===== config.mk =====
export PLATFORM = sky130hd
export DESIGN_NAME = two_digit_bucket_sort_core_flat
export DESIGN_NICKNAME = d
export VERILOG_FILES = /design/src/design/tdbs_pkg.sv /design/src/design/tdbs_if.sv /design/src/design/two_digit_bucket_sort_core.sv /design/src/design/tdbs_cell.sv /design/src/flat_wrapper.sv
export SDC_FILE = /design/constraint.sdc
export NUM_CORES = 1
export LEC_CHECK = 0
export BUFFER_PORTS_ARGS = -buffer_cell sky130_fd_sc_hd__buf_2
export CAP_MARGIN = 20
export CELL_PAD_IN_SITES_DETAIL_PLACEMENT = 1
export CELL_PAD_IN_SITES_GLOBAL_PLACEMENT = 2
export CORE_AREA = 10 10 153 155
export CTS_BUF_LIST = sky130_fd_sc_hd__clkbuf_8
export DETAILED_ROUTE_END_ITERATION = 7
export DIE_AREA = 0 0 163 165
export GPL_TIMING_DRIVEN = 0
export PLACE_DENSITY = 0.95
export SYNTH_ARGS = -nofsm -noshare
export SYNTH_HDL_FRONTEND = slang
export SYNTH_SLANG_ARGS = --single-unit

===== constraint.sdc =====
create_clock -name clk -period 6.6 [get_ports clk]
set_clock_uncertainty 0.15 [all_clocks]
set_input_delay 1.32 -clock clk [delete_from_list [all_inputs] [get_ports clk]]
set_output_delay 1.32 -clock clk [all_outputs]
set_load 0.005 [all_outputs]

===== src/design/tdbs_pkg.sv =====
// Shared types and constants for the two-digit bucket sort core.
package tdbs_pkg;

  localparam int unsigned ValueW   = 7;
  localparam logic [ValueW-1:0] MaxValue = 7'd99;

  typedef logic [ValueW-1:0] value_t;

  typedef struct packed {
    logic   valid;
    value_t value;
  } slot_t;

  typedef struct packed {
    logic   insert;
    logic   shift;
    value_t new_value;
  } ctrl_t;

  typedef enum logic [1:0] {
    ST_LOAD  = 2'b01,
    ST_DRAIN = 2'b10
  } state_t;

endpackage


===== src/design/tdbs_if.sv =====
// Valid/ready channel interfaces for input and result transactions.
interface tdbs_in_if;
  logic            valid;
  logic            ready;
  tdbs_pkg::value_t value;
  logic            last;

  modport source (output valid, output value, output last, input ready);
  modport sink   (input valid, input value, input last, output ready);
endinterface

interface tdbs_out_if;
  logic            valid;
  logic            ready;
  tdbs_pkg::value_t sorted_value;
  logic            final_res;
  logic            overflowed;

  modport source (output valid, output sorted_value, output final_res, output overflowed,
                  input ready);
  modport sink   (input valid, input sorted_value, input final_res, input overflowed,
                  output ready);
endinterface


===== src/design/two_digit_bucket_sort_core.sv =====
// Two-digit sort core: a row of insertion cells kept in ascending order.
// Load: one input transaction per cycle, no result until the last one.
// Drain: after the last transaction, one result per cycle from the next cycle while
// out_ch.ready is high, n results for n stored values; input is held off until the drain ends.
// Reset (synchronous, rst_n low): all cells empty, overflow flag clear, load state.
module two_digit_bucket_sort_core #(
  parameter int unsigned COUNT = 16
) (
  input  logic          clk,
  input  logic          rst_n,
  tdbs_in_if.sink       in_ch,
  tdbs_out_if.source    out_ch
);

  tdbs_pkg::state_t state_r, state_nxt;
  logic             drop_r, drop_nxt;
  tdbs_pkg::ctrl_t  ctrl;
  tdbs_pkg::value_t sat_value;
  tdbs_pkg::slot_t  slots [COUNT];
  logic             keeps [COUNT];
  logic             in_acc;
  logic             out_acc;
  logic             full;

  assign full      = slots[COUNT-1].valid;
  assign in_ch.ready = (state_r == tdbs_pkg::ST_LOAD);
  assign in_acc    = in_ch.valid && in_ch.ready;
  assign sat_value = (in_ch.value > tdbs_pkg::MaxValue) ? tdbs_pkg::MaxValue : in_ch.value;

  assign out_ch.valid        = (state_r == tdbs_pkg::ST_DRAIN) && slots[0].valid;
  assign out_ch.sorted_value = slots[0].value;
  assign out_ch.final_res    = !slots[1].valid;
  assign out_ch.overflowed   = drop_r;
  assign out_acc             = out_ch.valid && out_ch.ready;

  assign ctrl = '{insert: in_acc && !full, shift: out_acc, new_value: sat_value};

  for (genvar i = 0; i < COUNT; i++) begin : g_cell
    tdbs_pkg::slot_t left_s, right_s;
    logic            left_k;
    if (i == 0) begin : g_head
      assign left_s = '{valid: 1'b0, value: '0};
      assign left_k = 1'b1;
    end else begin : g_body
      assign left_s = slots[i-1];
      assign left_k = keeps[i-1];
    end
    if (i == COUNT - 1) begin : g_tail
      assign right_s = '{valid: 1'b0, value: '0};
    end else begin : g_mid
      assign right_s = slots[i+1];
    end
    tdbs_cell u_cell (
      .clk        (clk),
      .rst_n      (rst_n),
      .ctrl       (ctrl),
      .left_slot  (left_s),
      .left_keep  (left_k),
      .right_slot (right_s),
      .slot       (slots[i]),
      .keep       (keeps[i])
    );
  end

  always_comb begin
    state_nxt = state_r;
    drop_nxt  = drop_r;
    case (state_r)
      tdbs_pkg::ST_LOAD: begin
        if (in_acc) begin
          if (full) begin
            drop_nxt = 1'b1;
          end
          if (in_ch.last) begin
            state_nxt = tdbs_pkg::ST_DRAIN;
          end
        end
      end
      tdbs_pkg::ST_DRAIN: begin
        if (out_acc && out_ch.final_res) begin
          state_nxt = tdbs_pkg::ST_LOAD;
          drop_nxt  = 1'b0;
        end
      end
      default: begin
        state_nxt = tdbs_pkg::ST_LOAD;
        drop_nxt  = 1'b0;
      end
    endcase
  end

  always_ff @(posedge clk) begin
    if (!rst_n) begin
      state_r <= tdbs_pkg::ST_LOAD;
      drop_r  <= 1'b0;
    end else begin
      state_r <= state_nxt;
      drop_r  <= drop_nxt;
    end
  end

endmodule


===== src/design/tdbs_cell.sv =====
// One sorter cell: holds a slot, inserts in order, shifts toward the head.
module tdbs_cell (
  input  logic            clk,
  input  logic            rst_n,
  input  tdbs_pkg::ctrl_t ctrl,
  input  tdbs_pkg::slot_t left_slot,
  input  logic            left_keep,
  input  tdbs_pkg::slot_t right_slot,
  output tdbs_pkg::slot_t slot,
  output logic            keep
);

  logic             valid_r, valid_nxt;
  tdbs_pkg::value_t value_r, value_nxt;

  assign keep = valid_r && (value_r <= ctrl.new_value);
  assign slot = '{valid: valid_r, value: value_r};

  always_comb begin
    valid_nxt = valid_r;
    value_nxt = value_r;
    if (ctrl.insert) begin
      if (!keep) begin
        if (left_keep) begin
          valid_nxt = 1'b1;
          value_nxt = ctrl.new_value;
        end else begin
          valid_nxt = left_slot.valid;
          value_nxt = left_slot.value;
        end
      end
    end else if (ctrl.shift) begin
      valid_nxt = right_slot.valid;
      value_nxt = right_slot.value;
    end
  end

  always_ff @(posedge clk) begin
    if (!rst_n) begin
      valid_r <= 1'b0;
    end else begin
      valid_r <= valid_nxt;
    end
    value_r <= value_nxt;
  end

endmodule


===== src/flat_wrapper.sv =====
// flat-port wrapper written by rule: the top's interface ports become plain ports
module two_digit_bucket_sort_core_flat 
#(
  parameter int unsigned COUNT = 16
)
  (clk, rst_n, in_ch_valid, in_ch_value, in_ch_last, in_ch_ready, out_ch_valid, out_ch_sorted_value, out_ch_final_res, out_ch_overflowed, out_ch_ready);
  tdbs_in_if in_ch_i ();
  tdbs_out_if out_ch_i ();
  input  logic clk;
  input  logic rst_n;
  input wire logic [$bits(in_ch_i.valid)-1:0] in_ch_valid;
  input wire logic [$bits(in_ch_i.value)-1:0] in_ch_value;
  input wire logic [$bits(in_ch_i.last)-1:0] in_ch_last;
  output wire logic [$bits(in_ch_i.ready)-1:0] in_ch_ready;
  output wire logic [$bits(out_ch_i.valid)-1:0] out_ch_valid;
  output wire logic [$bits(out_ch_i.sorted_value)-1:0] out_ch_sorted_value;
  output wire logic [$bits(out_ch_i.final_res)-1:0] out_ch_final_res;
  output wire logic [$bits(out_ch_i.overflowed)-1:0] out_ch_overflowed;
  input wire logic [$bits(out_ch_i.ready)-1:0] out_ch_ready;
  assign in_ch_i.valid = in_ch_valid;
  assign in_ch_i.value = in_ch_value;
  assign in_ch_i.last = in_ch_last;
  assign in_ch_ready = in_ch_i.ready;
  assign out_ch_valid = out_ch_i.valid;
  assign out_ch_sorted_value = out_ch_i.sorted_value;
  assign out_ch_final_res = out_ch_i.final_res;
  assign out_ch_overflowed = out_ch_i.overflowed;
  assign out_ch_i.ready = out_ch_ready;
  two_digit_bucket_sort_core #(.COUNT(COUNT)) u_core (.clk(clk), .rst_n(rst_n), .in_ch(in_ch_i), .out_ch(out_ch_i));
endmodule

==> impl_metrics.env <==
export IMPL_design_area_mm2=0.00986
export IMPL_placed_cells=1153
export IMPL_drive_gt1_frac=0.145
export IMPL_reg2reg_from="u_core.g_cell[13].u_cell.value_r[2]$_DFFE_PP_"
export IMPL_period_share=0.773
export IMPL_switchingPower_mw=0.761
export IMPL_max_freq_mhz=196
export IMPL_cts_sinks=131
export IMPL_synth_cell_types=49
export IMPL_grt_first_pass_wirelength_mm=46.3
export IMPL_max_cap_violations=0
export IMPL_synth_seq_area_share=0.414
export IMPL_cts_hold_buf=0
export IMPL_drtIter0Drc=655
export IMPL_cts_tree="yes"
export IMPL_tightest_slew_ps=1040
export IMPL_clk_latency_ps=460
export IMPL_synthTopCellsByArea="edfxtp_1, ha_1, mux2i_1, a221o_1, dfxtp_1"
export IMPL_reg2regPathDepth=6
export IMPL_cts_setup_buffers=0
export IMPL_startpoint="in_ch_value[5]"
export IMPL_vdd_drop_max_mv=0.124
export IMPL_clock_path_buffers=2
export IMPL_io_pin_count=23
export IMPL_avgSynthCellArea_um2=10.5
export IMPL_setup_viol=0
export IMPL_core_region_area_mm2=0.0202
export IMPL_cts_clk_slew_worst_paths_ps=80
export IMPL_drc=0
export IMPL_syn2layout_area_growth_pct=9.11
export IMPL_syn_cell_area_mm2=0.00904
export IMPL_ant_nets=0
export IMPL_vias=7582
export IMPL_status="finished clean"
export IMPL_synth_net_count=980
export IMPL_post_cts_resized=0
export IMPL_p_int_mw=1.58
export IMPL_power_density_mw_per_mm2=237
export IMPL_power_share_switching=0.325
export IMPL_fp_row_count=52
export IMPL_combPwrFrac=0.230
export IMPL_power_frac_seq=0.472
export IMPL_worstHoldStart="u_core.out_ch.overflowed$_SDFFE_PN0P_"
export IMPL_start_util=0.448
export IMPL_hold_depth=2
export IMPL_drv_slew=0
export IMPL_rrSetupSlack_ps=3880
export IMPL_detailed_place_hpwl_mm=22.1
export IMPL_port_buffers=20
export IMPL_yosysTopAreaCellShare=0.372
export IMPL_finalHoldViolations=0
export IMPL_vias_per_cell=6.40
export IMPL_die_area_mm2=0.0269
export IMPL_finalWirelength_mm=30.0
export IMPL_worstSetupEndpointType="register"
export IMPL_htreeDepth=4
export IMPL_r2r_end="u_core.g_cell[13].u_cell.value_r[3]$_DFFE_PP_"
export IMPL_root_buffer="clkbuf_8"
export IMPL_critical_path_class="in2reg"
export IMPL_nets=1019
export IMPL_fp_dieH_um=165
export IMPL_synth_seq_cells=131
export IMPL_gp_congestion=0.813
export IMPL_die_w_um=163
export IMPL_synth_warnings=0
export IMPL_antenna_found_initial=0
export IMPL_min_period_ps=5100
export IMPL_maxSlewHeadroom=0.306
export IMPL_pwr_share_clk=0.298
export IMPL_diodes=0
export IMPL_worstPathArrival_ps=5040
export IMPL_grt_max_degree=25
export IMPL_dr_pass1_iters=5
export IMPL_first_global_vias=7950
export IMPL_crit_required_ps=6540
export IMPL_stdcell_count=1185
export IMPL_power_total_mw=2.34
export IMPL_startpoint_type="input port"
export IMPL_numCtsBuffers=17
export IMPL_min_to="u_core.out_ch.overflowed$_SDFFE_PN0P_"
export IMPL_yosysTopAreaCell="edfxtp_1"
export IMPL_place_area_mm2=0.00948
export IMPL_p_leak_nw=3.66
export IMPL_hold_class="reg2reg"
export IMPL_grt_remaining_overflow=0
export IMPL_rsz0062_at_grt="false"
export IMPL_grt_use_total=0.224
export IMPL_fin_util=0.489
export IMPL_routedWlPerCell_um=25.3
export IMPL_synthCells=863
export IMPL_cp_max_fo=15
export IMPL_setup_tns_ps=0
==> cell type report <==
cell class,instances,area (um^2)
Clock buffer,17,234
Inverter,38,143
Fill cell,2289,10300
Sequential cell,131,3740
Buffer,54,314
Timing Repair Buffer,20,100
Clock inverter,15,151
Tap cell,270,338
Multi-Input combinational cell,640,4840
==> registers in the layout, summed over array words and instances (netlist names) <==
signal	cells
u_core.g_cell.u_cell.value_r	112
u_core.g_cell.u_cell.valid_r	16
u_core.state_r	2
u_core.out_ch.overflowed	1
==> metal layers <==
layer	vias up	GRT usage	wire length (um)
met1	3871	0.289	13400
met5	-	0	0
li1	3427	-	-
met2	241	0.383	14800
met4	0	0.0607	517
met3	43	0.0309	1360
==> cells by family (layout without fill, tap and decap cells) <==
logic type | count (synthesis) | count (layout) | share of synthesized area
multiplexers | 45 | 45 | 0.0498
adder cells (fa/ha/maj) | 105 | 105 | 0.145
AO/OA/AOI/OAI | 252 | 252 | 0.194
AND/OR/NAND/NOR | 238 | 238 | 0.146
flip-flops | 131 | 131 | 0.414
buffers and inverters | 92 | 144 | 0.0505
==> power by group through the flow <==
| stage | clock network [mW] | logic (mW) | registers, mW |
|---|---|---|---|
| floorplan | 0 | 0.368 | 1.08 |
| global placement | 0 | 0.495 | 1.12 |
| detailed placement | 0 | 0.525 | 1.12 |
| CTS | 0.699 | 0.532 | 1.10 |
| global route | 0.730 | 0.599 | 1.11 |
| finish | 0.698 | 0.538 | 1.11 |
==> synthesized netlist by cell type (all sizes together) <==
library cell	n
a211oi	15
a21boi	1
a21oi	64
a221o	42
a221oi	11
a22oi	1
a311oi	1
a31oi	3
and2	1
and3b	2
buf	37
clkbuf	17
dfxtp	19
edfxtp	112
ha	105
inv	38
mux2i	45
nand2	97
nand2b	2
nand3	17
nand3b	15
nand4	30
nor2	16
nor2b	57
nor3	1
o211ai	2
o21a	1
o21ai	68
o221ai	1
o22ai	25
o311a	2
o311ai	15
==> worst max-delay path, cell delays in order <==
cell and delay, ps:
buf_2 260, clkbuf_1 710, nand2_1 270, nand2_1 850
ha_1 260, nand4_1 100, a21oi_1 180, o22ai_1 110
buf_2 210, a21oi_1 740
==> how the worst max path moves through the flow <==
stage	slack, ps	endpoint	cells after the start
final	1500	u_core.g_cell[13].u_cell.value_r[3]$_DFFE_PP_	10
after global routing	1410	u_core.g_cell[2].u_cell.value_r[6]$_DFFE_PP_	10
after CTS	1550	u_core.g_cell[13].u_cell.value_r[2]$_DFFE_PP_	10
after detailed placement	1130	u_core.g_cell[13].u_cell.value_r[2]$_DFFE_PP_	10
after global placement	1230	u_core.g_cell[0].u_cell.value_r[4]$_DFFE_PP_	9
after floorplan	2630	u_core.g_cell[0].u_cell.value_r[0]$_DFFE_PP_	9
==> layout by cell type (no fill, tap or decap), types with 14 or more instances in the layout <==
cell,netlist,layout
o22ai_1,20,20
clkbuf_1,17,17
a221o_1,42,42
edfxtp_1,112,112
nand3b_1,14,14
nand4_1,30,30
buf_2,17,37
mux2i_1,45,45
nor2b_1,32,32
inv_1,33,37
ha_1,105,105
o21ai_0,54,54
dfxtp_1,19,19
a21oi_1,63,63
nand3_1,17,17
nand2_1,93,93
nor2b_2,24,24
buf_4,16,16
clkbuf_8,0,17
nor2_1,15,15
==> through the flow <==
step	setup slack (ps)	hold slack (ps)
3_3_place_gp	1230	313
4_1_cts	1550	384
3_5_place_dp	1130	366
2_1_floorplan	2630	326
6_report	1500	390
5_1_grt	1410	424
No activity file was read; power rests on OpenSTA's default activity.
